==> config.mk <==
export PLATFORM = sky130hd
export DESIGN_NAME = srp_front
export DESIGN_NICKNAME = d
export VERILOG_FILES = /design/src/hdl/srp_pkg.sv /design/src/hdl/srp_front.sv
export SDC_FILE = /design/constraint.sdc
export NUM_CORES = 1
export LEC_CHECK = 0
export BUFFER_PORTS_ARGS = -buffer_cell sky130_fd_sc_hd__buf_2
export CAP_MARGIN = 30
export CORE_ASPECT_RATIO = 1.75
export CORE_MARGIN = 4
export CORE_UTILIZATION = 40
export CTS_BUF_LIST = sky130_fd_sc_hd__clkbuf_4
export DETAILED_ROUTE_END_ITERATION = 8
export PLACE_DENSITY_LB_ADDON = 0.25
export SYNTH_ARGS = -nofsm -noshare
export SYNTH_HDL_FRONTEND = slang
export SYNTH_SLANG_ARGS = --single-unit
==> constraint.sdc <==
create_clock -name clk -period 3 [get_ports clk]
set_clock_uncertainty 0.15 [all_clocks]
set_input_delay 0.15 -clock clk [delete_from_list [all_inputs] [get_ports clk]]
set_output_delay 0.15 -clock clk [all_outputs]
set_load 0.01 [all_outputs]
==> src/hdl/srp_pkg.sv <==
`timescale 1ns / 1ps
package srp_pkg;

  localparam int unsigned MS_PER_S    = 1000;
  localparam int unsigned STEP_TOL_Q8 = 256;
  localparam int unsigned Q17_ONE     = 131072;

  typedef logic signed [63:0] s64_t;

  localparam s64_t MAX40 = 64'sh0000_007F_FFFF_FFFF;
  localparam s64_t MIN40 = -MAX40 - 64'sd1;
  localparam s64_t MAX48 = 64'sh0000_7FFF_FFFF_FFFF;
  localparam s64_t MIN48 = -MAX48 - 64'sd1;
  localparam s64_t MAX64 = 64'sh7FFF_FFFF_FFFF_FFFF;
  localparam s64_t MIN64 = -MAX64 - 64'sd1;

  typedef enum logic [2:0] {
    CFG_START_SPEED = 3'd0,
    CFG_ACCEL_FRAC  = 3'd1,
    CFG_DECEL_FRAC  = 3'd2,
    CFG_UM_PER_STEP = 3'd3,
    CFG_MIN_TIME    = 3'd4,
    CFG_MIN_SPEED   = 3'd5
  } cfg_idx_t;

  typedef enum logic [1:0] {
    ERR_NONE  = 2'd0,
    ERR_TIME  = 2'd1,
    ERR_SPEED = 2'd2,
    ERR_RAMP  = 2'd3
  } err_t;

  typedef struct packed {
    logic [19:0] start_speed;
    logic [15:0] accel_frac;
    logic [15:0] decel_frac;
    logic [15:0] um_per_step;
    logic [15:0] min_time;
    logic [19:0] min_speed;
  } cfg_t;

  localparam cfg_t CFG_RESET = '{
    start_speed: 20'd0,
    accel_frac:  16'd16384,
    decel_frac:  16'd16384,
    um_per_step: 16'd27904,
    min_time:    16'd100,
    min_speed:   20'd1
  };

  typedef struct packed {
    logic [15:0] feed_time;
    logic [19:0] feed_speed;
    logic [23:0] feed_dist;
    err_t        err;
  } item_t;

  typedef enum logic {
    ALU_MUL = 1'b0,
    ALU_DIV = 1'b1
  } alu_op_t;

  typedef struct packed {
    alu_op_t op;
    s64_t    a;
    s64_t    b;
  } alu_req_t;

  // shift right, rounding toward zero
  function automatic s64_t tz_shr(input s64_t x, input int unsigned sh);
    logic [63:0] m;
    m = x[63] ? 64'(-x) : 64'(x);
    m = m >> sh;
    return x[63] ? -s64_t'(m) : s64_t'(m);
  endfunction

  // ms to Q16 seconds: (ms << 16) / 1000 == (ms << 13) / 125, by reciprocal multiply
  function automatic s64_t ms_to_q16(input logic [15:0] ms);
    logic [58:0] p;
    p = {ms, 13'd0} * 30'd549755814;
    return s64_t'({5'd0, p[58:36]});
  endfunction

  function automatic s64_t sat_add(input s64_t a, input s64_t b);
    logic signed [64:0] s;
    s = {a[63], a} + {b[63], b};
    if (s[64] != s[63]) return a[63] ? MIN64 : MAX64;
    return s[63:0];
  endfunction

  function automatic logic signed [39:0] sat40(input s64_t x);
    s64_t r;
    r = x;
    if (x > MAX40) r = MAX40;
    if (x < MIN40) r = MIN40;
    return r[39:0];
  endfunction

  function automatic logic signed [47:0] sat48(input s64_t x);
    s64_t r;
    r = x;
    if (x > MAX48) r = MAX48;
    if (x < MIN48) r = MIN48;
    return r[47:0];
  endfunction

endpackage

==> src/hdl/srp_front.sv <==
`timescale 1ns / 1ps
module srp_front (
  input  logic           clk,
  input  logic           rst_n,
  input  logic           cfg_we,
  input  logic [2:0]     cfg_index,
  input  logic [19:0]    cfg_wdata,
  input  logic           in_valid,
  output logic           in_stall,
  input  logic [15:0]    in_feed_time_ms,
  input  logic [19:0]    in_feed_speed_um_s,
  input  logic [23:0]    in_feed_distance_um,
  input  logic           q_full,
  output logic           q_push,
  output srp_pkg::item_t q_item,
  output srp_pkg::cfg_t  cfg
);
  import srp_pkg::*;

  cfg_t cfg_r;
  err_t err_w;

  always_ff @(posedge clk) begin
    if (!rst_n) begin
      cfg_r <= CFG_RESET;
    end else if (cfg_we) begin
      unique case (cfg_idx_t'(cfg_index))
        CFG_START_SPEED: cfg_r.start_speed <= cfg_wdata;
        CFG_ACCEL_FRAC:  cfg_r.accel_frac  <= cfg_wdata[15:0];
        CFG_DECEL_FRAC:  cfg_r.decel_frac  <= cfg_wdata[15:0];
        CFG_UM_PER_STEP: cfg_r.um_per_step <= cfg_wdata[15:0];
        CFG_MIN_TIME:    cfg_r.min_time    <= cfg_wdata[15:0];
        CFG_MIN_SPEED:   cfg_r.min_speed   <= cfg_wdata;
        default: ;
      endcase
    end
  end

  // early rejects, in priority order
  always_comb begin
    if (in_feed_time_ms < cfg_r.min_time) begin
      err_w = ERR_TIME;
    end else if (in_feed_speed_um_s < cfg_r.min_speed) begin
      err_w = ERR_SPEED;
    end else if (cfg_r.um_per_step == 16'd0) begin
      err_w = ERR_RAMP;
    end else begin
      err_w = ERR_NONE;
    end
  end

  assign in_stall            = q_full;
  assign q_push              = in_valid && !q_full;
  assign q_item.feed_time    = in_feed_time_ms;
  assign q_item.feed_speed   = in_feed_speed_um_s;
  assign q_item.feed_dist    = in_feed_distance_um;
  assign q_item.err          = err_w;
  assign cfg                 = cfg_r;

endmodule

# Yosys cells after proc, flatten, opt, wreduce, memory -nomap -nowiden
# Cells that the tools add are included.
# op_classes
n_eq_ne,5
n_reduce_logical,10
magnitude_cmp,2
n_mux,3
# op_table
cell,n
less-than comparator 20 bit,1
logical NOT 16 bit,1
less-than comparator 16 bit,1
AND reduction 2 bit,6
equality test 3 x 2 -> 1 bit (second input constant),2
equality test 3 bit (second input constant),2
two-way mux 2 bit,3
equality test 3 x 1 -> 1 bit (second input constant),1
logical NOT 3 bit,1
logical AND 1 bit,1
logical NOT 1 bit,1
# totals
output_inout_bits,168
elab_cells,26
reg_bits,104

# Longest topological paths before layout
# depth
ltp_word,4
ltp_mapped,8

# Worst setup path after synthesis
# No wires, ideal clock.
# synth_path
path_type,flip-flop to output port
from,register cfg_r (netlist bit cfg[26])
to,output port q_item[1] in the netlist's numbering
slack_ns,0.989
path_stages_with_launch,9
arrival_time_ns,1.711
required_ns,2.700
cell_sequence,dfxtp_1 > inv_1 > ha_1 > a21o_2 > a21oi_1 > nor2_1 > a2111oi_0 > o31ai_1 > a21boi_0
# synth_lines
element,line_no,text
"start, declared",srp_front.sv:20,cfg_t cfg_r;
"end, declared",srp_front.sv:15,"output srp_pkg::item_t q_item,"

==> impl_summary.md <==
Routing
The number of remaining DRC errors is 0. The detailed-route wire length is 16500 um. Using the TritonRoute via totals, the vias-per-cell ratio works out to 4.89.

For this block, the via count after detailed routing is 4785. The remaining antenna violation count after routing is 0. The pre-antenna-repair detailed-routing pass consisted of 4 iterations. After detailed routing, the average wire length per cell comes to 16.8 um.

For this block, the initial DRC count from the detailed router was 236.

Yosys
The compound-cell area share of the yosys netlist came to 0.173. Of the total synthesized cell area, the portion taken by full adders, half adders and majority gates is 0.0812. In this run, synthesis produced a sequential element count of 104. By area the synthesized netlist is led by sky130_fd_sc_hd__dfxtp_1, sky130_fd_sc_hd__nand2_1, sky130_fd_sc_hd__a21boi_0. The number of warnings issued by yosys is 0. Counting distinct cell types in the post-synthesis netlist gives 38. The simple-gate share of the synthesized area is 0.203. The fraction of synthesized cell area in xor and xnor cells is 0. Each instance of the synthesized netlist takes up on average 8.07 sq um.

After synthesis, the share of cell area in mux cells is 0. Of the post-synthesis cell area, the dominant cell type holds 0.398. The netlist area before placement is 0.00524 sq mm.

The sequential area share after synthesis is 0.398. Counting every instance in the synthesized netlist gives 649. Summed over all instances, the cell type with the most area after synthesis is sky130_fd_sc_hd__dfxtp_1. The post-synth net total is 771. By area, the combinational part of the netlist is dominated by simple AND/OR/NAND/NOR gates. The number of enable-type register cells in the synthesized netlist is 0. The proportion of register bits with asynchronous set or reset after synthesis is 0. In the synthesized netlist the dominant register cell turns out to be sky130_fd_sc_hd__dfxtp_1.

Clock tree
For this design, the sink count on the clock tree is 104. At the later pin of the worst-skew pair, clock insertion delay measures 0.44 ns. The H-tree generated during clock tree synthesis spans 3 levels. Counting the buffers created by CTS gives 9. The clock root buffer is sky130_fd_sc_hd__clkbuf_4. The clock transition at the register clock pins on the worst setup and hold paths after CTS is 0.18 ns. After clock tree synthesis, the setup repair step added 0 buffers. The maximum number of buffers from clock root to sink is 2. TritonCTS built the clock tree.

Worst setup path
The kind of cell with the highest combined delay on the critical path is compound AO/OA/AOI/OAI gates. The total buffers and inverters traversed by the critical path is 2. Data on the critical path is required at its endpoint by 2.70 ns.

STA classifies the critical path startpoint as a register. The launch instance of the worst register-to-register path is cfg[14]. The worst-path cell with the longest stage delay is sky130_fd_sc_hd__dfxtp_1. The reg-to-reg endpoint is cfg[14]. STA classifies the critical path endpoint as a primary output. Setup slack on the worst reg-to-reg path comes out at 2.09 ns. The highest fanout seen on the critical path is 2. The critical path runs through a total of 9 cells.

The peak per-stage delay on the critical path is 0.36 ns. The start point of the critical path is cfg[26]. The end point of the critical path is q_item[1]. The arrival time reported for the critical path endpoint is 2.47 ns. The worst setup path is of the reg -> out kind.

The worst reg-to-reg path cell count is 2. Walking the worst path, the cells encountered are inv_1, ha_1, a21o_2, a21oi_1, nor2_1, a2111oi_1, o31ai_1, a21boi_0, buf_2.

Die
256 I/O pins were placed. The region available for standard cell placement spans 0.0129 sq mm. In this run the horizontal extent of the chip is 94.5 um.

The die footprint is 0.0151 sq mm. In this run the core area contains 55 standard-cell rows. The initial standard-cell utilization of the core is 0.407. The die span in y is 159 um.

STA
The shortest period the worst path allows is 2.77 ns. The normalized max-slew margin is 0.426. The timing-limited maximum frequency is 361 MHz.

The setup TNS after final layout is 0 ns. Setup repair after global routing left no endpoint under its margin. The number of pins exceeding their max-slew limit in the final report was 0. The post-route worst setup slack is 0.232 ns. The number of hold violations in the final report came to 0. The number of endpoints failing setup at the final stage is 0. Of the available clock period, the critical path in the final layout requires 0.923.

The transition time at the pin with the least slew margin is 0.860 ns.

Global routing
The via count of the first global-routing pass is 4603. The total routing usage reported by global routing is 0.214. The first-pass GRT wire length is 24700 um. Entering global routing, the biggest net connects 55 pins. The total overflow left after global routing is 0. The initial antenna violation count is 1.

Finish
The multi-input combinational cells in the finished layout cover a total of 0.00240 sq mm. For this run, the post-layout net count is 924. In the final layout, flip-flops and latches occupy 0.00208 sq mm. The number of flip-flops in the largest register is 104. The final-layout fill cell count is 1329.

The number of standard cells in the layout, taps in and fillers out is 979. The layout overhead on the synthesized area is 19.7%. Of the cells placed in the final design, the portion with a size suffix greater than 1 is 0.286.

Run
Max-cap violations in this run came to 0.

Place
At the end of routability-driven placement, the weighted congestion stood at 0.829. At the placement stage, the worst setup path has a slack of 0.667 ns. Once placement completed, the tool counted placed cells totaling 936. The detailed placement HPWL is 12300 um. The count of buffers inserted at the top-level ports is 207.

Power and ir drop
In this run the static leakage power is 2.76 nW. For this design the ratio of total power to cell area is 397 mW/mm^2. The peak supply drop is 0.258 mV.

Status
The flow ran to the end, and the final reports show no timing, DRC or antenna violations.

Hold path
The kind of path behind the tightest hold check is in -> reg.
where the power goes:
part	total [mW]	switching (mW)	internal, mW
clock	0.672	0.493	0.180
combinational	0.385	0.219	0.165
sequential	1.43	0.0208	1.41
total	2.49	0.733	1.76
through the flow:
step / instance area [sq um] / hold slack, ns / power (mW) / util
floorplan: 5240 / 0.124 / 1.71 / -
global placement: 5880 / 0.150 / 1.82 / 0.457
detailed placement: 5880 / 0.150 / 1.83 / 0.457
CTS: 6270 / 0.0588 / 2.52 / 0.487
global route: 6270 / 0.0914 / 2.61 / 0.487
finish: 6270 / 0.112 / 2.49 / 0.487
worst min-delay path, cell delays in order:
cell and delay [ns]:
sky130_fd_sc_hd__buf_2 0.14, sky130_fd_sc_hd__nor2b_4 0.07, sky130_fd_sc_hd__nand2_1 0.11, sky130_fd_sc_hd__nor2_4 0.10
sky130_fd_sc_hd__nand2_1 0.07, sky130_fd_sc_hd__a21boi_0 0.06
cell families (layout without fill, tap and decap cells):
kind of cell | Yosys count | after routing
fa+ha+maj | 34 | 34
other cells | 0 | 1
buf+inv | 128 | 286
compound gates | 127 | 127
simple gates | 256 | 256
flops | 104 | 104
worst min-delay path by stage:
| stage | endpoint | depth (start not counted) | slack [ns] | start |
|---|---|---|---|---|
| floorplan | cfg[0] | 2 | 0.12 | cfg_wdata[0] |
| global placement | q_item[14] | 0 | 0.15 | in_feed_distance_um[12] |
| detailed placement | q_item[14] | 0 | 0.15 | in_feed_distance_um[12] |
| CTS | cfg[46] | 2 | 0.06 | rst_n |
| global route | cfg[66] | 2 | 0.09 | rst_n |
| finish | cfg[53] | 6 | 0.11 | cfg_index[2] |
layer usage:
layer / vias to the layer above / GRT usage / routed length [um]
li1: 2359 / - / -
met1: 2231 / 0.235 / 6190
met2: 156 / 0.394 / 8730
met5: - / 0 / 0
met4: 0 / 0.0946 / 554
met3: 39 / 0.0336 / 1010
synth_stat cells, drive strengths merged (4+ instances only):
library cell  number
inv               36
a21oi             13
o21ai              7
and3               5
buf               75
nor2               4
ha                34
nand3             13
dfxtp            104
nor4               4
clkbuf            17
a21boi            94
nand2            215
layout make-up:
cell class,count,share of cell area
multi-input cells,417,0.382
well taps,171,0.0341
clock buffers,9,0.0108
repair buffers,234,0.210
clock inverters,7,0.00878
flip-flops and latches,104,0.332
inverters,36,0.0216
diodes,1,0.000399
cell usage in the layout, fill, tap and decap left out, types with 3 or more instances in the layout:
cell | synthesis | final
sky130_fd_sc_hd__and3_1 | 3 | 3
sky130_fd_sc_hd__ha_1 | 34 | 34
sky130_fd_sc_hd__a21oi_1 | 13 | 13
sky130_fd_sc_hd__inv_6 | 0 | 3
sky130_fd_sc_hd__a21boi_0 | 90 | 90
sky130_fd_sc_hd__inv_1 | 36 | 36
sky130_fd_sc_hd__dlygate4sd3_1 | 0 | 26
sky130_fd_sc_hd__nand4_1 | 3 | 3
sky130_fd_sc_hd__nor4_1 | 4 | 4
sky130_fd_sc_hd__nand2_1 | 215 | 215
sky130_fd_sc_hd__nor2_1 | 3 | 3
sky130_fd_sc_hd__a21boi_1 | 4 | 4
sky130_fd_sc_hd__nand3_1 | 13 | 13
sky130_fd_sc_hd__o211ai_1 | 3 | 3
sky130_fd_sc_hd__clkbuf_4 | 0 | 9
sky130_fd_sc_hd__dfxtp_1 | 104 | 104
sky130_fd_sc_hd__buf_2 | 6 | 207
sky130_fd_sc_hd__o21ai_0 | 7 | 7
repair_timing:
item / in CTS / in global routing
hold endpoints to repair: 104 / 0
hold buffers: 26 / 0
gates resized for setup: 0 / 1
setup endpoints to repair: 0 / 1
(Power assumes the default switching activity.)
