### config.mk
export PLATFORM = sky130hd
export DESIGN_NAME = srp_queue
export DESIGN_NICKNAME = d
export VERILOG_FILES = /design/src/hdl/srp_pkg.sv /design/src/hdl/srp_queue.sv
export SDC_FILE = /design/constraint.sdc
export NUM_CORES = 1
export LEC_CHECK = 0
export ABC_AREA = 1
export BUFFER_PORTS_ARGS = -buffer_cell sky130_fd_sc_hd__buf_4
export CORE_MARGIN = 3
export CORE_UTILIZATION = 25
export DETAILED_ROUTE_END_ITERATION = 16
export GPL_ROUTABILITY_DRIVEN = 0
export PLACE_DENSITY_LB_ADDON = 0.3
export SLEW_MARGIN = 5
export SYNTH_ARGS = -nofsm -noshare
export SYNTH_HDL_FRONTEND = slang
export SYNTH_SLANG_ARGS = --single-unit
### constraint.sdc
create_clock -name clk -period 5.1 [get_ports clk]
set_clock_uncertainty 0.15 [all_clocks]
set_input_delay 0.255 -clock clk [delete_from_list [all_inputs] [get_ports clk]]
set_output_delay 0.255 -clock clk [all_outputs]
set_load 0.02 [all_outputs]
### src/hdl/srp_pkg.sv
`timescale 1ns / 1ps
package srp_pkg;

  localparam int unsigned MS_PER_S    = 1000;
  localparam int unsigned STEP_TOL_Q8 = 256;
  localparam int unsigned Q17_ONE     = 131072;

  typedef logic signed [63:0] s64_t;

  localparam s64_t MAX40 = 64'sh0000_007F_FFFF_FFFF;
  localparam s64_t MIN40 = -MAX40 - 64'sd1;
  localparam s64_t MAX48 = 64'sh0000_7FFF_FFFF_FFFF;
  localparam s64_t MIN48 = -MAX48 - 64'sd1;
  localparam s64_t MAX64 = 64'sh7FFF_FFFF_FFFF_FFFF;
  localparam s64_t MIN64 = -MAX64 - 64'sd1;

  typedef enum logic [2:0] {
    CFG_START_SPEED = 3'd0,
    CFG_ACCEL_FRAC  = 3'd1,
    CFG_DECEL_FRAC  = 3'd2,
    CFG_UM_PER_STEP = 3'd3,
    CFG_MIN_TIME    = 3'd4,
    CFG_MIN_SPEED   = 3'd5
  } cfg_idx_t;

  typedef enum logic [1:0] {
    ERR_NONE  = 2'd0,
    ERR_TIME  = 2'd1,
    ERR_SPEED = 2'd2,
    ERR_RAMP  = 2'd3
  } err_t;

  typedef struct packed {
    logic [19:0] start_speed;
    logic [15:0] accel_frac;
    logic [15:0] decel_frac;
    logic [15:0] um_per_step;
    logic [15:0] min_time;
    logic [19:0] min_speed;
  } cfg_t;

  localparam cfg_t CFG_RESET = '{
    start_speed: 20'd0,
    accel_frac:  16'd16384,
    decel_frac:  16'd16384,
    um_per_step: 16'd27904,
    min_time:    16'd100,
    min_speed:   20'd1
  };

  typedef struct packed {
    logic [15:0] feed_time;
    logic [19:0] feed_speed;
    logic [23:0] feed_dist;
    err_t        err;
  } item_t;

  typedef enum logic {
    ALU_MUL = 1'b0,
    ALU_DIV = 1'b1
  } alu_op_t;

  typedef struct packed {
    alu_op_t op;
    s64_t    a;
    s64_t    b;
  } alu_req_t;

  // shift right, rounding toward zero
  function automatic s64_t tz_shr(input s64_t x, input int unsigned sh);
    logic [63:0] m;
    m = x[63] ? 64'(-x) : 64'(x);
    m = m >> sh;
    return x[63] ? -s64_t'(m) : s64_t'(m);
  endfunction

  // ms to Q16 seconds: (ms << 16) / 1000 == (ms << 13) / 125, by reciprocal multiply
  function automatic s64_t ms_to_q16(input logic [15:0] ms);
    logic [58:0] p;
    p = {ms, 13'd0} * 30'd549755814;
    return s64_t'({5'd0, p[58:36]});
  endfunction

  function automatic s64_t sat_add(input s64_t a, input s64_t b);
    logic signed [64:0] s;
    s = {a[63], a} + {b[63], b};
    if (s[64] != s[63]) return a[63] ? MIN64 : MAX64;
    return s[63:0];
  endfunction

  function automatic logic signed [39:0] sat40(input s64_t x);
    s64_t r;
    r = x;
    if (x > MAX40) r = MAX40;
    if (x < MIN40) r = MIN40;
    return r[39:0];
  endfunction

  function automatic logic signed [47:0] sat48(input s64_t x);
    s64_t r;
    r = x;
    if (x > MAX48) r = MAX48;
    if (x < MIN48) r = MIN48;
    return r[47:0];
  endfunction

endpackage

### src/hdl/srp_queue.sv
`timescale 1ns / 1ps
module srp_queue (
  input  logic           clk,
  input  logic           rst_n,
  input  logic           push,
  input  srp_pkg::item_t push_item,
  output logic           full,
  input  logic           pop,
  output logic           empty,
  output srp_pkg::item_t head
);
  import srp_pkg::*;

  item_t      mem_r [2];
  logic       wr_ptr_r;
  logic       rd_ptr_r;
  logic [1:0] cnt_r;

  always_ff @(posedge clk) begin
    if (push) begin
      mem_r[wr_ptr_r] <= push_item;
    end
  end

  always_ff @(posedge clk) begin
    if (!rst_n) begin
      wr_ptr_r <= 1'b0;
      rd_ptr_r <= 1'b0;
      cnt_r    <= 2'd0;
    end else begin
      if (push) wr_ptr_r <= ~wr_ptr_r;
      if (pop)  rd_ptr_r <= ~rd_ptr_r;
      cnt_r <= cnt_r + {1'b0, push} - {1'b0, pop};
    end
  end

  assign full  = (cnt_r == 2'd2);
  assign empty = (cnt_r == 2'd0);
  assign head  = mem_r[rd_ptr_r];

endmodule

=== After elaboration in Yosys (flattened, before gate mapping) ===
Memories as Yosys holds them, arrays and structs flattened. A register that Yosys moved wholly into a read port is not among the register bits.
Cells that the tools add are included.

* Flip-flop bits (word level): 4
* RAM bits: 124
* Input bits: 66
* Output and inout port bits: 64
* Memories: 1

* $add $sub $neg: 2
* Eq/ne operators: 1
* Mux-type cells: 4
* Bitwise gates (word level): 2
* Reductions and logical operators: 1

{| class="wikitable"
|+ Memories
! memory !! depth !! width !! read ports !! clocked after Yosys merged registers in !! wr ports !! line !! RTL
|-
| mem_r || 2 || 62 || 1 || 1 || 1 || srp_queue.sv:14 || <nowiki>item_t mem_r [2];</nowiki>
|}

{| class="wikitable"
|+ Operator list
! cell !! number
|-
| 2-to-1 mux 1 bit || 4
|-
| adder 2 x 1 -> 2 bit || 1
|-
| equality test 2 bit (second input constant) || 1
|-
| zero test 2 bit || 1
|-
| inverter 1 bit || 2
|-
| subtractor 2 x 1 -> 2 bit || 1
|}

=== Logic depth before layout (Yosys ltp) ===
Gate-level depths: netlist (run 1).

* Depth in word-level cells: 3
* Depth in mapped cells: 9
* Depth with buffers taken out: 9

=== Least setup slack after synthesis (run 1) ===
No wires, ideal clock.

* Path type: register to register
* Start: register wr_ptr_r
* End: memory mem_r[0][0] (netlist bit), enable pin
* Arrival: 2.912 ns
* Required time: 4.466 ns
* Setup slack: 1.554 ns
* Stages on the path, launching flop included: 2
* Path buffers: 0
* Period minus slack after synthesis: 3.546 ns
* Cells stage by stage: dfxtp_1 > nor2_1

{| class="wikitable"
|+ RTL lines
! what !! line !! RTL
|-
| from (decl) || srp_queue.sv:15 || <nowiki>logic wr_ptr_r;</nowiki>
|-
| from (signal assigned) || srp_queue.sv:31 || <nowiki>if (push) wr_ptr_r <= ~wr_ptr_r;</nowiki>
|-
| to (decl) || srp_queue.sv:14 ||
|}

Straight into the memory's write port.

==> results.py, run 1 <==
metrics = {
    "detailed_routing": {
        "avgRoutedWirePerCell_um": 14.5,
        "wl_met1_um": 4260,
        "wl_met2_um": 5230,
        "vias": 2743,
        "routed.top_layer": "met4",
        "via_per_inst": 3.85,
        "dr.pass1.iters": 4,
        "wl_met3_um": 633,
        "drt_iter0_drc": 91,
        "drc": 0,
        "antenna_left": 0,
        "routed_wl_um": 10300,
    },
    "critical_path": {
        "cp-end-kind": "output pin",
        "arrival_ns": 2.37,
        "required_ns": 4.70,
        "critPathTopFamily": "buffers and inverters",
        "rr_endpoint": "mem_r[0][52]$_DFFE_PP_",
        "ff2ff_path_depth": 2,
        "criticalPathCategory": "reg -> out",
        "worst_setup_path_start_kind": "flip-flop",
        "r2r_slack_ns": 2.91,
        "path_cells": "buf_4, mux2_2, buf_4",
        "cp_num_buf_inv": 2,
        "slowest_delay_ns": 0.72,
        "critPathSlowestCell": "dfxtp_4",
        "cp_max_fo": 34,
        "crit_path_frequent_cell": "buf_4",
        "r2r-start": "wr_ptr_r$_SDFFE_PN0P_",
    },
    "placement": {
        "post-place-cells": 616,
        "port_buffers": 129,
        "place_ws_ns": 2.68,
        "dpl_cell_area_um2": 6210,
        "dpl.hpwl_um": 6470,
    },
    "floorplanning": {
        "design.core.area_um2": 19600,
        "dieArea_um2": 21700,
        "fp.dieH_um": 147,
        "rows": 51,
        "die-width_um": 147,
        "start_util_pct": 25.5,
        "ios": 130,
    },
    "clock_network": {
        "cts_max_level": 4,
        "cts_resized": 0,
        "clkSlewWorstSetupHoldPaths_ns": 0.06,
        "cts_max_path_buffers": 2,
        "post_cts_buffers": 0,
        "holdBufCountCts": 65,
        "clockRootBuffer": "clkbuf_16",
        "cts_sinks": 129,
        "cts_buffers": 17,
        "clk_latency_ns": 0.41,
        "cts_tree": "built",
    },
    "timing": {
        "slew_violations": 0,
        "hold_violations": 0,
        "relSlewSlack_pct": 38.0,
        "rsz0062_at_grt": "false",
        "timing.setup.tns_ns": 0,
        "finalCritPeriodShare_pct": 54.3,
        "finalWorstSetupSlack_ns": 2.33,
        "finalHoldWorstSlack_ns": 0.347,
        "worst_slew_pin_slew_ns": 0.928,
        "timing.final.crit_period_ns": 2.77,
        "setup_viol": 0,
        "max_freq_mhz": 361,
    },
    "run": {
        "cap_violations": 0,
    },
    "global_route": {
        "grt_usage_pct": 9.75,
        "grt_pass1_wl_um": 15900,
        "grt_pass1_vias": 3028,
        "overflow": 0,
        "grt_max_degree": 35,
        "antenna_found_initial": 0,
    },
    "synthesis": {
        "syn_inst": 226,
        "ys_types": 12,
        "syn_area_um2": 5000,
        "synth_nets": 294,
        "avgSynthCellArea_um2": 22.1,
        "yosysWarnings": 0,
        "yosysSeqAreaShare_pct": 76.4,
        "ys_ff_latch": 129,
    },
    "worst_hold_path": {
        "hp-class": "reg -> reg",
        "min_to": "rd_ptr_r$_SDFFE_PN0P_",
        "min-delay-start": "rd_ptr_r$_SDFFE_PN0P_",
        "hold-path-cell-count": 2,
    },
    "pwr": {
        "intPower_mw": 2.28,
        "p_leak_nw": 2.97,
        "p_sw_uw": 625,
        "power_density_nw_per_um2": 389,
        "ir_drop_v": 0.000209,
        "total_power_mw": 2.91,
        "power_frac_comb_pct": 12.4,
        "power_frac_seq_pct": 43.1,
        "p_sw_share_pct": 21.5,
        "clkPwrFrac_pct": 44.5,
    },
    "cells_and_area": {
        "post-route-util_pct": 38.2,
        "stdcell_area_um2": 7480,
        "diodes": 0,
        "instances_no_fill": 713,
        "drive_gt1_share_pct": 50.0,
        "fillers": 1849,
        "fin_nets": 503,
        "syn_to_final_growth_pct": 49.5,
    },
    "status": {
        "status": "finished clean",
    },
}
## cell usage after synthesis
cell      instances  area share (%)
mux2_4           60              18
buf_12            6             2.4
a21oi_1           1            0.10
buf_6             1            0.23
mux2_2            2            0.45
nand3_1           1            0.10
nor2_1            9            0.68
nand2_1           8            0.60
ha_1              2            0.50
inv_1             7            0.53
edfxtp_1        124              74
dfxtp_1           5             2.0
## sequential cells by signal, indices dropped and copies added (netlist names), named ones only
name and count:
wr_ptr_r 1, rd_ptr_r 1, mem_r 124, cnt_r 2
## layout by cell type, fill, tap and decap left out
| cell | n |
|---|---|
| mux2_4 | 60 |
| inv_1 | 6 |
| dfxtp_4 | 1 |
| inv_2 | 1 |
| a21oi_1 | 1 |
| dlygate4sd3_1 | 65 |
| edfxtp_1 | 124 |
| clkinv_4 | 1 |
| bufinv_16 | 5 |
| clkbuf_16 | 17 |
| nand3_1 | 1 |
| nand2_1 | 8 |
| dfxtp_1 | 4 |
| clkbuf_1 | 1 |
| buf_4 | 132 |
| nor2_1 | 8 |
| ha_1 | 2 |
| mux2_2 | 2 |
| clkinv_2 | 4 |
| nor2_4 | 1 |
| clkinv_1 | 4 |
## layout make-up
| cell class | instances | area, um^2 | area share, % |
|---|---|---|---|
| Tap cell | 265 | 332 | 4.43 |
| Sequential cell | 129 | 3830 | 51.2 |
| Clock buffer | 18 | 429 | 5.74 |
| Multi-Input combinational cell | 83 | 1030 | 13.8 |
| Inverter | 7 | 26.3 | 0.351 |
| Timing Repair Buffer | 197 | 1640 | 21.9 |
| Clock inverter | 14 | 194 | 2.59 |
## how the worst max path moves through the flow
stage                                     start               endpoint  slack (ns)  cells after the start
after floorplan           wr_ptr_r$_SDFFE_PN0P_  mem_r[0][0]$_DFFE_PP_        1.55                      1
after global placement                flip-flop                head[0]        2.69                      3
after detailed placement              flip-flop                head[0]        2.68                      3
after CTS                             flip-flop                head[0]        2.22                      3
after global routing                  flip-flop                head[0]        2.18                      3
final                                 flip-flop                head[0]        2.33                      3
## tightest hold or removal path, stage by stage, from the launching register on
cell and delay, ns:
dfxtp_1 0.33, nor2_1 0.06, nor2_1 0.08
## routing by layer
layer	vias to the layer above	track usage, %
li1	1287	-
met4	0	3.82
met3	13	4.23
met1	1348	10.6
met5	-	0
met2	95	16.8
## cell families after synthesis
logic type                 Yosys count  share of synthesized area [%]
and+or+nand+nor                     18                           1.38
muxes                               62                           18.5
buffers and inverters               14                           3.15
adders and majority gates            2                          0.500
AOI/OAI and AO/OA                    1                         0.0999
DFF                                129                           76.4
## power by group through the flow
| stage | clock network (mW) | registers, mW | logic [mW] |
|---|---|---|---|
| after floorplan | 0 | 1.26 | 0.206 |
| after global placement | 0 | 1.27 | 0.326 |
| after detailed placement | 0 | 1.27 | 0.329 |
| after CTS | 1.33 | 1.25 | 0.370 |
| after global routing | 1.38 | 1.26 | 0.388 |
| final | 1.29 | 1.25 | 0.362 |
(Power assumes the default switching activity.)
==> inputs of run 2 (changes only) <==
==> constraint.sdc (replaced) <==
create_clock -name clk -period 2.8 [get_ports clk]
set_clock_uncertainty 0.15 [all_clocks]
set_input_delay 0.14 -clock clk [delete_from_list [all_inputs] [get_ports clk]]
set_output_delay 0.14 -clock clk [all_outputs]
set_load 0.02 [all_outputs]
==> results.py, run 2 (synthesis gave the netlist of run 1 again) <==
metrics = {
    "cells_and_area": {
        "largest_reg_flops": 124,
        "regMostFlops": "mem_r",
        "final_common_cell": "buf_4",
        "diodes": 0,
        "largestRegisters": "mem_r: 124 flops, cnt_r: 2 flops",
        "stdcell_area_um2": 7530,
        "drive_gt1_share_pct": 50.0,
        "syn_to_final_growth_pct": 50.5,
        "layout_common_cells": "buf_4, edfxtp_1, dlygate4sd3_1, mux2_4, clkbuf_16",
        "fin_nets": 507,
    },
    "critical_path": {
        "critPathSlowestCell": "buf_4",
        "crit_path_frequent_cell": "buf_4",
        "ff2ff_path_depth": 7,
        "cp_num_buf_inv": 2,
        "r2r_slack_ns": 0.95,
        "cp-end-kind": "output pin",
        "cp_max_fo": 26,
        "r2r-start": "cnt_r[0]$_SDFF_PN0_",
        "path_cells": "buf_4, mux2_2, buf_4",
        "required_ns": 2.51,
        "rr_endpoint": "cnt_r[0]$_SDFF_PN0_",
        "slowest_delay_ns": 0.42,
        "criticalPathCategory": "reg -> out",
        "arrival_ns": 1.74,
        "worst_setup_path_start_kind": "flip-flop",
        "critPathTopFamily": "buffers and inverters",
        "crit_path_end": "head[61]",
        "crit_cells": 3,
    },
    "placement": {
        "dpl_cell_area_um2": 6270,
        "place_ws_ns": 1.07,
        "port_buffers": 129,
        "dpl.hpwl_um": 6570,
    },
    "clock_network": {
        "clk_latency_ns": 0.41,
        "cts_tree": "built",
        "cts_buffers": 17,
        "post_cts_buffers": 0,
        "cts_sinks": 129,
        "clockRootBuffer": "clkbuf_16",
        "clkSlewWorstSetupHoldPaths_ns": 0.06,
        "cts_max_level": 4,
        "cts_max_path_buffers": 2,
    },
    "timing": {
        "timing.final.crit_period_ns": 2.03,
        "finalWorstSetupSlack_ns": 0.771,
        "finalCritPeriodShare_pct": 72.5,
        "hold_violations": 0,
        "max_freq_mhz": 493,
        "worst_slew_pin_slew_ns": 0.615,
        "timing.setup.tns_ns": 0,
        "finalHoldWorstSlack_ns": 0.306,
        "relSlewSlack_pct": 59.0,
        "setup_viol": 0,
        "slew_violations": 0,
        "rsz0062_at_grt": "false",
    },
    "detailed_routing": {
        "drt_iter0_drc": 98,
        "via_per_inst": 3.81,
        "antenna_left": 0,
        "dr.pass1.iters": 4,
        "avgRoutedWirePerCell_um": 14.4,
        "drc": 0,
        "vias": 2734,
        "routed_wl_um": 10300,
    },
    "pwr": {
        "ir_drop_v": 0.000397,
        "power_density_nw_per_um2": 692,
        "p_leak_nw": 2.98,
    },
    "floorplanning": {
        "die-width_um": 147,
        "rows": 51,
        "dieArea_um2": 21700,
        "design.core.area_um2": 19600,
        "ios": 130,
        "fp.dieH_um": 147,
        "start_util_pct": 25.5,
    },
    "worst_hold_path": {
        "hp-class": "in -> reg",
    },
    "global_route": {
        "grt_pass1_wl_um": 15900,
        "overflow": 0,
        "antenna_found_initial": 0,
        "grt_pass1_vias": 2996,
        "grt_max_degree": 42,
        "grt_usage_pct": 9.76,
    },
    "status": {
        "status": "finished clean",
    },
    "run": {
        "cap_violations": 0,
    },
}
run 2: cell types whose count changed in the layout (fill, tap and decap cells not counted):
cell,delta
clkinv_2,-2
bufinv_16,-1
dlygate4sd3_1,+1
clkinvlp_4,+2
buf_12,+3
clkbuf_1,+2
clkinv_1,-1
run 2: power by group:
| group | internal (mW) | switching [mW] |
|---|---|---|
| sequential | 2.23 | 0.0268 |
| clock | 1.48 | 0.774 |
| combinational | 0.372 | 0.321 |
run 2: how the worst min path moves through the flow:
stage | from | endpoint | slack, ns | cells past startpoint
after floorplan | rst_n | cnt_r[0]$_SDFF_PN0_ | 0.08 | 2
after global placement | push_item[55] | mem_r[0][55]$_DFFE_PP_ | 0.18 | 1
after detailed placement | push_item[55] | mem_r[1][55]$_DFFE_PP_ | 0.18 | 1
after CTS | push_item[10] | mem_r[0][10]$_DFFE_PP_ | 0.28 | 2
after global routing | push_item[2] | mem_r[0][2]$_DFFE_PP_ | 0.28 | 2
final | push_item[61] | mem_r[0][61]$_DFFE_PP_ | 0.31 | 2
run 2: worst reg2reg max path: stages (launching register included):
cell           delay (ns)
dfxtp_1              0.34
inv_1                0.05
ha_1                 0.27
inv_1                0.04
ha_1                 0.26
nand2_1              0.06
dlygate4sd3_1        0.55
inv_1                0.04
run 2: final cells by class:
type / count / area [um^2]
well taps: 265 / 332
multi-input cells: 83 / 1030
flip-flops and latches: 129 / 3830
clock buffers: 20 / 437
fillers: 1814 / 12100
clock inverters: 12 / 165
inverters: 7 / 26.3
repair buffers: 201 / 1710
run 2: repair_timing:
action	in CTS	in global routing
hold buffers	66	0
resized for setup	0	0
endpoints found under the hold margin	129	0
run 2: through the flow:
stage | power [mW] | utilization [%] | cells
after floorplan | 2.67 | - | 226
after global placement | 2.92 | 32.0 | 619
after detailed placement | 2.93 | 32.0 | 619
after CTS | 5.30 | 38.4 | 717
after global routing | 5.45 | 38.4 | 717
final | 5.21 | 38.4 | 717
run 2: layer usage:
layer / vias to the layer above / track usage [%] / share of wire (%)
met4: 0 / 3.22 / 0.78
li1: 1303 / - / -
met5: - / 0 / 0
met2: 84 / 15.9 / 49
met3: 5 / 3.99 / 5.0
met1: 1342 / 11.9 / 46
