<file path="src/hdl/srp_pkg.sv">
`timescale 1ns / 1ps
package srp_pkg;

  localparam int unsigned MS_PER_S    = 1000;
  localparam int unsigned STEP_TOL_Q8 = 256;
  localparam int unsigned Q17_ONE     = 131072;

  typedef logic signed [63:0] s64_t;

  localparam s64_t MAX40 = 64'sh0000_007F_FFFF_FFFF;
  localparam s64_t MIN40 = -MAX40 - 64'sd1;
  localparam s64_t MAX48 = 64'sh0000_7FFF_FFFF_FFFF;
  localparam s64_t MIN48 = -MAX48 - 64'sd1;
  localparam s64_t MAX64 = 64'sh7FFF_FFFF_FFFF_FFFF;
  localparam s64_t MIN64 = -MAX64 - 64'sd1;

  typedef enum logic [2:0] {
    CFG_START_SPEED = 3'd0,
    CFG_ACCEL_FRAC  = 3'd1,
    CFG_DECEL_FRAC  = 3'd2,
    CFG_UM_PER_STEP = 3'd3,
    CFG_MIN_TIME    = 3'd4,
    CFG_MIN_SPEED   = 3'd5
  } cfg_idx_t;

  typedef enum logic [1:0] {
    ERR_NONE  = 2'd0,
    ERR_TIME  = 2'd1,
    ERR_SPEED = 2'd2,
    ERR_RAMP  = 2'd3
  } err_t;

  typedef struct packed {
    logic [19:0] start_speed;
    logic [15:0] accel_frac;
    logic [15:0] decel_frac;
    logic [15:0] um_per_step;
    logic [15:0] min_time;
    logic [19:0] min_speed;
  } cfg_t;

  localparam cfg_t CFG_RESET = '{
    start_speed: 20'd0,
    accel_frac:  16'd16384,
    decel_frac:  16'd16384,
    um_per_step: 16'd27904,
    min_time:    16'd100,
    min_speed:   20'd1
  };

  typedef struct packed {
    logic [15:0] feed_time;
    logic [19:0] feed_speed;
    logic [23:0] feed_dist;
    err_t        err;
  } item_t;

  typedef enum logic {
    ALU_MUL = 1'b0,
    ALU_DIV = 1'b1
  } alu_op_t;

  typedef struct packed {
    alu_op_t op;
    s64_t    a;
    s64_t    b;
  } alu_req_t;

  // shift right, rounding toward zero
  function automatic s64_t tz_shr(input s64_t x, input int unsigned sh);
    logic [63:0] m;
    m = x[63] ? 64'(-x) : 64'(x);
    m = m >> sh;
    return x[63] ? -s64_t'(m) : s64_t'(m);
  endfunction

  // ms to Q16 seconds: (ms << 16) / 1000 == (ms << 13) / 125, by reciprocal multiply
  function automatic s64_t ms_to_q16(input logic [15:0] ms);
    logic [58:0] p;
    p = {ms, 13'd0} * 30'd549755814;
    return s64_t'({5'd0, p[58:36]});
  endfunction

  function automatic s64_t sat_add(input s64_t a, input s64_t b);
    logic signed [64:0] s;
    s = {a[63], a} + {b[63], b};
    if (s[64] != s[63]) return a[63] ? MIN64 : MAX64;
    return s[63:0];
  endfunction

  function automatic logic signed [39:0] sat40(input s64_t x);
    s64_t r;
    r = x;
    if (x > MAX40) r = MAX40;
    if (x < MIN40) r = MIN40;
    return r[39:0];
  endfunction

  function automatic logic signed [47:0] sat48(input s64_t x);
    s64_t r;
    r = x;
    if (x > MAX48) r = MAX48;
    if (x < MIN48) r = MIN48;
    return r[47:0];
  endfunction

endpackage

</file>
<file path="src/hdl/srp_back.sv">
`timescale 1ns / 1ps
module srp_back (
  input  logic                clk,
  input  logic                rst_n,
  input  srp_pkg::cfg_t       cfg,
  input  logic                q_empty,
  input  srp_pkg::item_t      q_head,
  output logic                q_pop,
  output logic                alu_start,
  output srp_pkg::alu_req_t   alu_req,
  input  logic                alu_busy,
  input  logic                alu_done,
  input  srp_pkg::s64_t       alu_result,
  output logic                out_valid,
  input  logic                out_stall,
  output logic [1:0]          out_error_code,
  output logic signed [39:0]  out_peak_speed,
  output logic signed [39:0]  out_target_steps,
  output logic signed [47:0]  out_start_accel,
  output logic signed [47:0]  out_main_accel,
  output logic signed [47:0]  out_stop_decel,
  output logic signed [47:0]  out_main_decel
);
  import srp_pkg::*;

  typedef enum logic [3:0] {
    B_IDLE  = 4'b0001,
    B_ISSUE = 4'b0010,
    B_WAIT  = 4'b0100,
    B_HOLD  = 4'b1000
  } back_state_t;

  typedef enum logic [4:0] {
    S_DT1, S_DT3, S_C1, S_C2, S_V1Q, S_VQ, S_DQ,
    S_PK1, S_PK2, S_PEAK, S_TR0, S_TR1, S_TR2, S_TR3,
    S_SACC, S_MACC, S_MDEC
  } step_t;

  back_state_t       state_r;
  step_t             step_r;
  item_t             item_r;
  err_t              err_r;
  s64_t              t16_r, t0_r, m16_r, dt1_r, dt2_r, dt3_r, c1_r, c2_r;
  s64_t              v1q_r, vq_r, dq_r, tmp_r, dv_r, tot2_r, target_r;
  s64_t              sacc_r, macc_r, mdec_r;
  logic signed [39:0] peak_r;
  logic              out_valid_r;
  logic [1:0]        out_err_r;
  logic signed [39:0] out_peak_r, out_target_r;
  logic signed [47:0] out_sacc_r, out_macc_r, out_sdec_r, out_mdec_r;

  logic [16:0]       frac_sum;
  logic [17:0]       frac_rest;
  s64_t              t16_w;
  s64_t              t0_w;
  s64_t              sum_w;
  s64_t              target_w;
  s64_t              diff_w;
  s64_t              c2_w;
  s64_t              dt3_w;
  logic signed [39:0] peak_w;
  logic              bad_w;
  logic              out_free;

  assign frac_sum  = {1'b0, cfg.accel_frac} + {1'b0, cfg.decel_frac};
  assign frac_rest = 18'(Q17_ONE) - {1'b0, frac_sum};
  assign out_free  = !out_valid_r || !out_stall;
  assign t16_w     = ms_to_q16(q_head.feed_time);
  assign t0_w      = ms_to_q16(cfg.min_time);

  // operands for the current step
  always_comb begin
    alu_req.op = ALU_MUL;
    alu_req.a  = '0;
    alu_req.b  = '0;
    case (step_r)
      S_DT1: begin
        alu_req.a = 64'(cfg.accel_frac);
        alu_req.b = m16_r;
      end
      S_DT3: begin
        alu_req.a = 64'(cfg.decel_frac);
        alu_req.b = m16_r;
      end
      S_C1: begin
        alu_req.a = 64'(frac_sum);
        alu_req.b = m16_r;
      end
      S_C2: begin
        alu_req.a = 64'(frac_rest);
        alu_req.b = m16_r;
      end
      S_V1Q: begin
        alu_req.op = ALU_DIV;
        alu_req.a  = 64'({cfg.start_speed, 16'd0});
        alu_req.b  = 64'(cfg.um_per_step);
      end
      S_VQ: begin
        alu_req.op = ALU_DIV;
        alu_req.a  = 64'({item_r.feed_speed, 16'd0});
        alu_req.b  = 64'(cfg.um_per_step);
      end
      S_DQ: begin
        alu_req.op = ALU_DIV;
        alu_req.a  = 64'({item_r.feed_dist, 16'd0});
        alu_req.b  = 64'(cfg.um_per_step);
      end
      S_PK1: begin
        alu_req.a = t16_r;
        alu_req.b = vq_r;
      end
      S_PK2: begin
        alu_req.a = c1_r;
        alu_req.b = v1q_r;
      end
      S_PEAK: begin
        alu_req.op = ALU_DIV;
        alu_req.a  = tmp_r;
        alu_req.b  = c2_r;
      end
      S_TR0: begin
        alu_req.a = t0_r <<< 1;
        alu_req.b = v1q_r;
      end
      S_TR1: begin
        alu_req.a = dt1_r + dt3_r;
        alu_req.b = dv_r;
      end
      S_TR2: begin
        alu_req.a = dt2_r <<< 1;
        alu_req.b = dv_r;
      end
      S_TR3: begin
        alu_req.a = (dt1_r + dt2_r + dt3_r) <<< 1;
        alu_req.b = v1q_r;
      end
      S_SACC: begin
        alu_req.op = ALU_DIV;
        alu_req.a  = v1q_r <<< 16;
        alu_req.b  = t0_r;
      end
      S_MACC: begin
        alu_req.op = ALU_DIV;
        alu_req.a  = dv_r <<< 16;
        alu_req.b  = dt1_r;
      end
      S_MDEC: begin
        alu_req.op = ALU_DIV;
        alu_req.a  = -(dv_r <<< 16);
        alu_req.b  = dt3_r;
      end
      default: ;
    endcase
  end

  // checks on the step that just finished
  always_comb begin
    sum_w    = sat_add(tot2_r, alu_result);
    target_w = tz_shr(sum_w, 17);
    diff_w   = target_w - dq_r;
    c2_w     = tz_shr(alu_result, 17);
    dt3_w    = tz_shr(alu_result, 16);
    peak_w   = sat40(alu_result);
    bad_w    = 1'b0;
    if (step_r == S_C2) begin
      bad_w = (c2_w == 64'sd0);
    end else if (step_r == S_TR3) begin
      bad_w = (diff_w >= s64_t'(STEP_TOL_Q8)) || (diff_w <= -s64_t'(STEP_TOL_Q8)) ||
              (t0_r == 64'sd0) || (dt1_r == 64'sd0) || (dt3_r == 64'sd0);
    end
  end

  always_ff @(posedge clk) begin
    if (state_r == B_IDLE && !q_empty) begin
      t16_r <= t16_w;
      t0_r  <= t0_w;
      m16_r <= t16_w - (t0_w <<< 1);
    end else if (state_r == B_WAIT && alu_done) begin
      case (step_r)
        S_DT1: dt1_r <= tz_shr(alu_result, 16);
        S_DT3: begin
          dt3_r <= dt3_w;
          dt2_r <= t16_r - ((t0_r <<< 1) + dt1_r + dt3_w);
        end
        S_C1:  c1_r  <= (t0_r <<< 1) + tz_shr(alu_result, 17);
        S_C2:  c2_r  <= c2_w;
        S_V1Q: v1q_r <= alu_result;
        S_VQ:  vq_r  <= alu_result;
        S_DQ:  dq_r  <= alu_result;
        S_PK1: tmp_r <= alu_result;
        S_PK2: tmp_r <= tmp_r - alu_result;
        S_PEAK: begin
          peak_r <= peak_w;
          dv_r   <= 64'(peak_w) - v1q_r;
        end
        S_TR0: tot2_r <= alu_result;
        S_TR1, S_TR2: tot2_r <= sum_w;
        S_TR3: begin
          tot2_r   <= sum_w;
          target_r <= target_w;
        end
        S_SACC: sacc_r <= alu_result;
        S_MACC: macc_r <= alu_result;
        S_MDEC: mdec_r <= alu_result;
        default: ;
      endcase
    end
  end

  always_ff @(posedge clk) begin
    if (state_r == B_IDLE && !q_empty) begin
      item_r <= q_head;
    end
    if (out_free && state_r == B_HOLD) begin
      out_err_r <= err_r;
      if (err_r == ERR_NONE) begin
        out_peak_r   <= peak_r;
        out_target_r <= sat40(target_r);
        out_sacc_r   <= sat48(sacc_r);
        out_macc_r   <= sat48(macc_r);
        out_sdec_r   <= sat48(-sacc_r);
        out_mdec_r   <= sat48(mdec_r);
      end else begin
        out_peak_r   <= '0;
        out_target_r <= '0;
        out_sacc_r   <= '0;
        out_macc_r   <= '0;
        out_sdec_r   <= '0;
        out_mdec_r   <= '0;
      end
    end
  end

  always_ff @(posedge clk) begin
    if (!rst_n) begin
      state_r     <= B_IDLE;
      step_r      <= S_DT1;
      err_r       <= ERR_NONE;
      out_valid_r <= 1'b0;
    end else begin
      if (state_r == B_HOLD && out_free) begin
        out_valid_r <= 1'b1;
      end else if (!out_stall) begin
        out_valid_r <= 1'b0;
      end
      unique case (state_r)
        B_IDLE: begin
          if (!q_empty) begin
            err_r  <= q_head.err;
            step_r <= S_DT1;
            state_r <= (q_head.err == ERR_NONE) ? B_ISSUE : B_HOLD;
          end
        end
        B_ISSUE: state_r <= B_WAIT;
        B_WAIT: begin
          if (alu_done) begin
            if (bad_w) begin
              err_r   <= ERR_RAMP;
              state_r <= B_HOLD;
            end else if (step_r == S_MDEC) begin
              state_r <= B_HOLD;
            end else begin
              step_r  <= step_t'(step_r + 5'd1);
              state_r <= B_ISSUE;
            end
          end
        end
        B_HOLD: begin
          if (out_free) begin
            state_r <= B_IDLE;
          end
        end
        default: state_r <= B_IDLE;
      endcase
    end
  end

  assign q_pop            = (state_r == B_IDLE) && !q_empty;
  assign alu_start        = (state_r == B_ISSUE);
  assign out_valid        = out_valid_r;
  assign out_error_code   = out_err_r;
  assign out_peak_speed   = out_peak_r;
  assign out_target_steps = out_target_r;
  assign out_start_accel  = out_sacc_r;
  assign out_main_accel   = out_macc_r;
  assign out_stop_decel   = out_sdec_r;
  assign out_main_decel   = out_mdec_r;

  a_alu_free: assert property (@(posedge clk) disable iff (!rst_n)
    alu_start |-> !alu_busy)
    else $error("alu started while busy");

  a_div_nonzero: assert property (@(posedge clk) disable iff (!rst_n)
    alu_start && alu_req.op == ALU_DIV |-> alu_req.b != 64'sd0)
    else $error("division issued with zero divisor");

  a_err_zero: assert property (@(posedge clk) disable iff (!rst_n)
    out_valid_r && out_err_r != ERR_NONE |->
      out_peak_r == '0 && out_target_r == '0 && out_sacc_r == '0 &&
      out_macc_r == '0 && out_sdec_r == '0 && out_mdec_r == '0)
    else $error("error result carries nonzero fields");

endmodule

</file>
<file path="config.mk">
export PLATFORM = sky130hd
export DESIGN_NAME = srp_back
export DESIGN_NICKNAME = d
export VERILOG_FILES = /design/src/hdl/srp_pkg.sv /design/src/hdl/srp_back.sv
export SDC_FILE = /design/constraint.sdc
export NUM_CORES = 2
export LEC_CHECK = 0
export BUFFER_PORTS_ARGS = -buffer_cell sky130_fd_sc_hd__buf_2
export CAP_MARGIN = 20
export CORE_UTILIZATION = 40
export CTS_BUF_LIST = sky130_fd_sc_hd__clkbuf_8
export CTS_CLUSTER_SIZE = 30
export DETAILED_ROUTE_END_ITERATION = 12
export PLACE_DENSITY = 0.56
export SYNTH_ARGS = -nofsm -noshare
export SYNTH_HDL_FRONTEND = slang
export SYNTH_SLANG_ARGS = --single-unit
export TNS_END_PERCENT = 30
</file>
<file path="constraint.sdc">
create_clock -name clk -period 20.1 [get_ports clk]
set_input_delay 0 -clock clk [delete_from_list [all_inputs] [get_ports clk]]
set_output_delay 0 -clock clk [all_outputs]
set_load 0.005 [all_outputs]
</file>
== Yosys cells after proc, flatten, opt, wreduce, memory -nomap -nowiden ==
Cells that the tools add are included.

* Register bits: 1439
* Input bits: 236
* Output and inout bits: 406
* Word-level logic and storage cells: 195

* $add $sub $neg: 22
* Multiply operators: 2
* $lt $le $gt $ge: 14
* Eq/ne operators: 28
* Multiplexer cells: 45
* Bitwise gates (word level): 2
* Reductions and logical operators: 45

{| class="wikitable"
|+ Operators by type and width
! operator !! number
|-
| $pmux W128 S17 || 1
|-
| $mux W64 || 8
|-
| $mux W48 || 8
|-
| $gt A64 B48 Y1 const B || 4
|-
| $logic_not A64 Y1 || 4
|-
| $lt A64 B48 Y1 const B || 4
|-
| $neg A64 Y64 || 4
|-
| $pmux W64 S2 || 2
|-
| $add A63 B63 Y63 || 3
|-
| $mux W40 || 4
|-
| $gt A64 B40 Y1 const B || 2
|-
| $lt A64 B40 Y1 const B || 2
|-
| $neg A47 Y64 || 2
|-
| $sub A64 B64 Y64 || 2
|-
| $mul A16 B29 Y45 const B || 2
|-
| $add A64 B64 Y65 || 1
|-
| $add A25 B64 Y64 || 1
|-
| $add A64 B64 Y64 || 1
|-
| $ge A64 B10 Y1 const B || 1
|-
| $le A64 B9 Y1 const B || 1
|-
| $neg A48 Y64 || 1
|-
| $sub A40 B64 Y64 || 1
|-
| $add A25 B63 Y63 || 1
|-
| $sub A24 B63 Y63 || 1
|-
| other kinds (36) || 97
|}

== Longest topological paths before layout ==
* Depth in word-level cells: 19
* Gate-level depth with buffers: 51
* Mapped depth without buffers: 46

== Worst setup path after synthesis ==
OpenSTA, ideal clock, no wires.

* Path type: reg-to-reg
* Start point: register state_r[0]
* End point: register out_err_r[0] (netlist: out_error_code[0]), enable pin
* Library setup time: 1.001 ns
* Arrival: 14.016 ns
* Data required time: 19.099 ns
* Slack: 5.083 ns
* Cell stages (with the launch flop): 4
* Path buffers: 0
* Clock period less this slack: 15.017 ns
* Cell sequence: dfxtp_1 -> nand2b_1 -> or3_1 -> a21oi_1

* Longest elaborated chain between the ends: 2

{| class="wikitable"
|+ Ends and longest elaborated chain
! element !! RTL line !! text
|-
| start: declaration || srp_back.sv:39 || <nowiki>back_state_t state_r;</nowiki>
|-
| start signal: assignment || srp_back.sv:251 || <nowiki>state_r <= (q_head.err == ERR_NONE) ? B_ISSUE : B_HOLD;</nowiki>
|-
| $eq A4 B4 Y1 || srp_back.sv:214 || <nowiki>if (out_free && state_r == B_HOLD) begin</nowiki>
|-
| $logic_and A1 B1 Y1 || srp_back.sv:214 ||
|-
| end signal: assignment || srp_back.sv:215 || <nowiki>out_err_r <= err_r;</nowiki>
|-
| end: declaration || srp_back.sv:48 || <nowiki>logic [1:0] out_err_r;</nowiki>
|}

Every way passes these cells.
A chain may end at the register's enable or synchronous reset.

== Worst setup path after layout ==
* Start point: input alu_result[0]
* End point: register state_r[3]

* Longest elaborated chain between the ends: 19
* Elaborated cells on any way between the ends: 25
* Those cells by class: add/sub: 6; order compare: 2; eq/ne: 1; mux: 11; reduce/logical: 5

{| class="wikitable"
|+ Ends and longest elaborated chain
! element !! RTL line !! text
|-
| start: declaration || srp_back.sv:13 || <nowiki>input srp_pkg::s64_t alu_result,</nowiki>
|-
| $add A64 B64 Y65 * || srp_pkg.sv:86 || <nowiki>s = {a[63], a} + {b[63], b};</nowiki>
|-
| $ne A1 B1 Y1 || srp_pkg.sv:87 || <nowiki>if (s[64] != s[63]) return a[63] ? MIN64 : MAX64;</nowiki>
|-
| $mux W1 || srp_pkg.sv:87 ||
|-
| $mux W64 * || srp_pkg.sv:88 || <nowiki>return s[63:0];</nowiki>
|-
| $neg A64 Y64 || srp_pkg.sv:72 || <nowiki>m = x[63] ? 64'(-x) : 64'(x);</nowiki>
|-
| $mux W64 || srp_pkg.sv:72 ||
|-
| $neg A47 Y64 || srp_pkg.sv:74 || <nowiki>return x[63] ? -s64_t'(m) : s64_t'(m);</nowiki>
|-
| $mux W64 * || srp_pkg.sv:74 ||
|-
| net target_w[46] || srp_back.sv:57 || <nowiki>s64_t target_w;</nowiki>
|-
| [1 not listed] || - ||
|-
| $ge A64 B10 Y1 / $le A64 B9 Y1 (equally long branches) || srp_back.sv:168 || <nowiki>bad_w = (diff_w >= s64_t'(STEP_TOL_Q8)) || (diff_w <= -s64_t'(STEP_TOL_Q8)) ||</nowiki>
|-
| $logic_or A1 B1 Y1 * (2 in series) || srp_back.sv:168 ||
|-
| $logic_or A1 B1 Y1 * (2 in series) || srp_back.sv:169 || <nowiki>(t0_r == 64'sd0) || (dt1_r == 64'sd0) || (dt3_r == 64'sd0);</nowiki>
|-
| $mux W1 * || srp_back.sv:167 || <nowiki>end else if (step_r == S_TR3) begin</nowiki>
|-
| $mux W1 * || srp_back.sv:165 || <nowiki>if (step_r == S_C2) begin</nowiki>
|-
| $mux W4 * || srp_back.sv:257 || <nowiki>if (bad_w) begin</nowiki>
|-
| $mux W4 * || srp_back.sv:256 || <nowiki>if (alu_done) begin</nowiki>
|-
| $pmux W4 S4 * || srp_back.sv:246 || <nowiki>unique case (state_r)</nowiki>
|}

The timed path passes the listed nets; every way through them passes the cells marked *. The select of a mux whose other input is x is not followed.

==> key figures <==
Pwr
  – Switch Pwr: 5.15 mW
  – P_int: approximately 7.2 mW
  – Lkg Pwr: 48.2 nW
  – PD cells: 104 mW/mm^2
  – Power share of the combinational group: 47.0%
  – IR drop worst, VDD: ~0.2 mV
  – Sw frac: between 40% and 50%
  – Seq pwr share: 30.1%
  – Clk pwr share: 22.9%

Worst setup path
  – Worst Path Arrival: 17.55 ns
  – Largest delay share family, worst path: simple AND/OR/NAND/NOR gates
  – Crit Path Max Fanout: 43
  – Crit path required time: approximately 21 ns
  – CP max-delay cell: nor2b_1
  – Worst-case reg-to-reg path depth: 45
  – Critical path depth in cells: 49
  – Worst Path Class, Setup: in -> reg
  – Max incr delay on CP: ~0.79 ns
  – CP dominant cell by count: dlygate4sd3_1
  – WP buf/inv: 8
  – Critical Path Sink Type: flip-flop
  – Startpoint types: primary input

Clock network
  – CTS resizes: 0
  – Clock Sinks: 1,399
  – Depth of the CTS H-tree: 5
  – Worst-skew pair later-pin latency: 1.08 ns
  – Clock-pin slew on the worst setup and hold paths: 0.07 ns
  – CTS Buf Count: about 280
  – Root Buffer: clkbuf_8
  – Max Root-Sink Buffers: 4
  – CTS tree: built
  – Setup Fix Bufs, Post-CTS: 0

Synthesis
  – Top cells by area, synth: edfxtp_1 (40%), ha_1 (11%), fa_1 (6.9%)
  – Yosys top cell by area: edfxtp_1
  – Yosys cell types: 103
  – Largest family of logic cells by synthesized area: adder cells
  – Post-Synth Simple-Gate Area: 13.3%
  – Xor/xnor share of the synthesized area: 6.54%
  – Post-synth EDFFs: 1,387
  – Dominant synthesized flop cell: edfxtp_1
  – Number of synthesis warnings: 0
  – Synth top area share: around 40%
  – Post-synthesis compound-gate area fraction: between 10% and 20%
  – Register area share after synthesis: 40.1%
  – Syn_nets: 11,900
  – Register bit total from synthesis: ~1,400
  – Asr flop ratio synth: 0%
  – Post-synthesis adder-cell area fraction: 17.9%
  – Area of the mapped netlist: approximately 0.10 sq mm
  – Mux contribution to synthesized area: 0.305%
  – Avg Cell Area, Syn: 10.1 sq um
  – Synthesized instance count: 10,300

Layout
  – Nets: 12,800
  – Layout cells sized above 1: between 10% and 20%
  – Area delta synth->final: 14.5%
  – Commonest non-fill, non-tap cell in the layout: edfxtp_1
  – Fin area: about 0.12 sq mm
  – Most frequent cells in the layout: edfxtp_1 (1,387), inv_1 (942), ha_1 (921)

Timing
  – Fmax: 60.2 MHz
  – Clock skew: 0.107 ns
  – Final setup vio count: 0
  – Rel. slew slack: 13.8%
  – Period utilization: a little over 80%
  – Final hold vios: 0
  – Minimum clock period: 16.61 ns
  – RSZ-0062 raised after global routing: no
  – Fin Setup TNS: 0 ns
  – Max-slew violations: 0
  – Worst-margin pin slew: 1.26 ns

Drt
  – WL final: a little under 500,000 um
  – Wire per inst: 32.2 um
  – Via density: 6.17
  – Vias post-DR: 92,200
  – DRT iter0 DRCs: 12,900
  – First-pass DRT Iterations: 12
  – Post-route ant nets: 0
  – Residual DRC: 0

GRT
  – Total gr overflow: 0
  – Initial antenna violation count: just under 70
  – Vias in the first global route: 88,200
  – Largest net degree at the start of global routing: between 150 and 200
  – First-pass GRT wire length: 666,000 um
  – All-Layer GR Usage: 35.7%

Floorplanning
  – IO Count: 642
  – Die span in x: ~510 um
  – Site row count: ~190
  – Core ar.: 0.259 sq mm
  – Die height: 513 um
  – Starting Density: approximately two fifths
  – Die Area: about 0.26 sq mm

Placement
  – Port-buffer cells: between 600 and 700
  – Placed standard-cell area: 0.112 sq mm
  – RePlAce Congestion: 1.01
  – HPWL Detailed: 367,000 um

Outcome
  – Status: complete, no violations

Hold path
  – Hold Crit Depth: 3
  – Worst Hold Class: in -> reg

Job
  – Max-capacitance violation count: 0
-- routing by layer --
layer	GRT usage [%]	vias up	routed length [um]	part of all wire (%)
met3	7.15	1081	47800	9.9
met4	23.1	24	36300	7.5
met5	0	-	149	0.031
li1	-	40000	-	-
met2	54.4	5580	209000	43
met1	46.1	45600	188000	39
-- logic make-up after synthesis --
group / count (synthesis)
flip-flops: 1399
multiplexers: 31
adder cells (fa/ha/maj): 1280
AO/OA/AOI/OAI: 2675
AND/OR/NAND/NOR: 2881
XOR/XNOR: 779
buffers and inverters: 1293
-- final cells by class --
type | instances | area [sq um]
Tap cell | 3402 | 4260
Inverter | 885 | 3330
Sequential cell | 1399 | 41900
Multi-Input combinational cell | 7646 | 57900
Clock buffer | 290 | 3990
Clock inverter | 183 | 1080
Fill cell | 24700 | 140000
Timing Repair Buffer | 1022 | 6720
Antenna cell | 115 | 288
-- path summary, 6_finish.rpt --
path / startpoint / end / slack [ns]
worst min-delay path: alu_result[53] / v1q_r[53] / 0.08
worst max-delay path: alu_result[0] / state_r[3] / 3.49
worst min register to register: peak_r[27] / out_peak_speed[27] / 0.50
worst max register to register: tot2_r[0] / state_r[3] / 3.66
-- synthesized netlist by cell type, types with 149 or more instances --
cell type	n
edfxtp_1	1387
ha_1	922
inv_1	881
nor2_1	838
a21oi_1	767
nand2_1	720
xnor2_1	503
o21ai_0	437
clkbuf_1	367
fa_1	358
xor2_1	276
a21o_1	270
nor3_1	225
nand3_1	205
o21a_1	160
nand4_1	149
-- per-stage QoR --
stage	total power [mW]	hold WS [ns]	util, %	setup slack [ns]	instances
after floorplan	7.43	0.0762	-	5.08	10300
after global placement	9.33	0.176	43.2	4.79	14100
after detailed placement	9.39	0.178	43.2	4.90	14100
after CTS	12.3	0.00336	45.9	4.12	14800
after global routing	13.1	0.0407	46.0	2.90	14900
final	12.4	0.0778	46.1	3.49	14900
-- power groups by stage --
| stage | clock network (mW) | registers, mW | logic [mW] |
|---|---|---|---|
| after floorplan | 0 | 3.69 | 3.74 |
| after CTS | 2.88 | 3.71 | 5.74 |
| final | 2.84 | 3.72 | 5.81 |
| after detailed placement | 0 | 3.77 | 5.62 |
| after global routing | 2.99 | 3.72 | 6.38 |
| after global placement | 0 | 3.77 | 5.56 |
-- tightest hold or removal path, stage by stage --
cell,delay [ns]
dlygate4sd3_1,0.53
buf_2,0.12
buf_4,0.22
-- what timing repair did --
action,CTS,global route
hold buffers,201,0
setup endpoints to repair,0,0
endpoints found under the hold margin,813,0
Note: power is estimated with default switching activity, not from simulation.
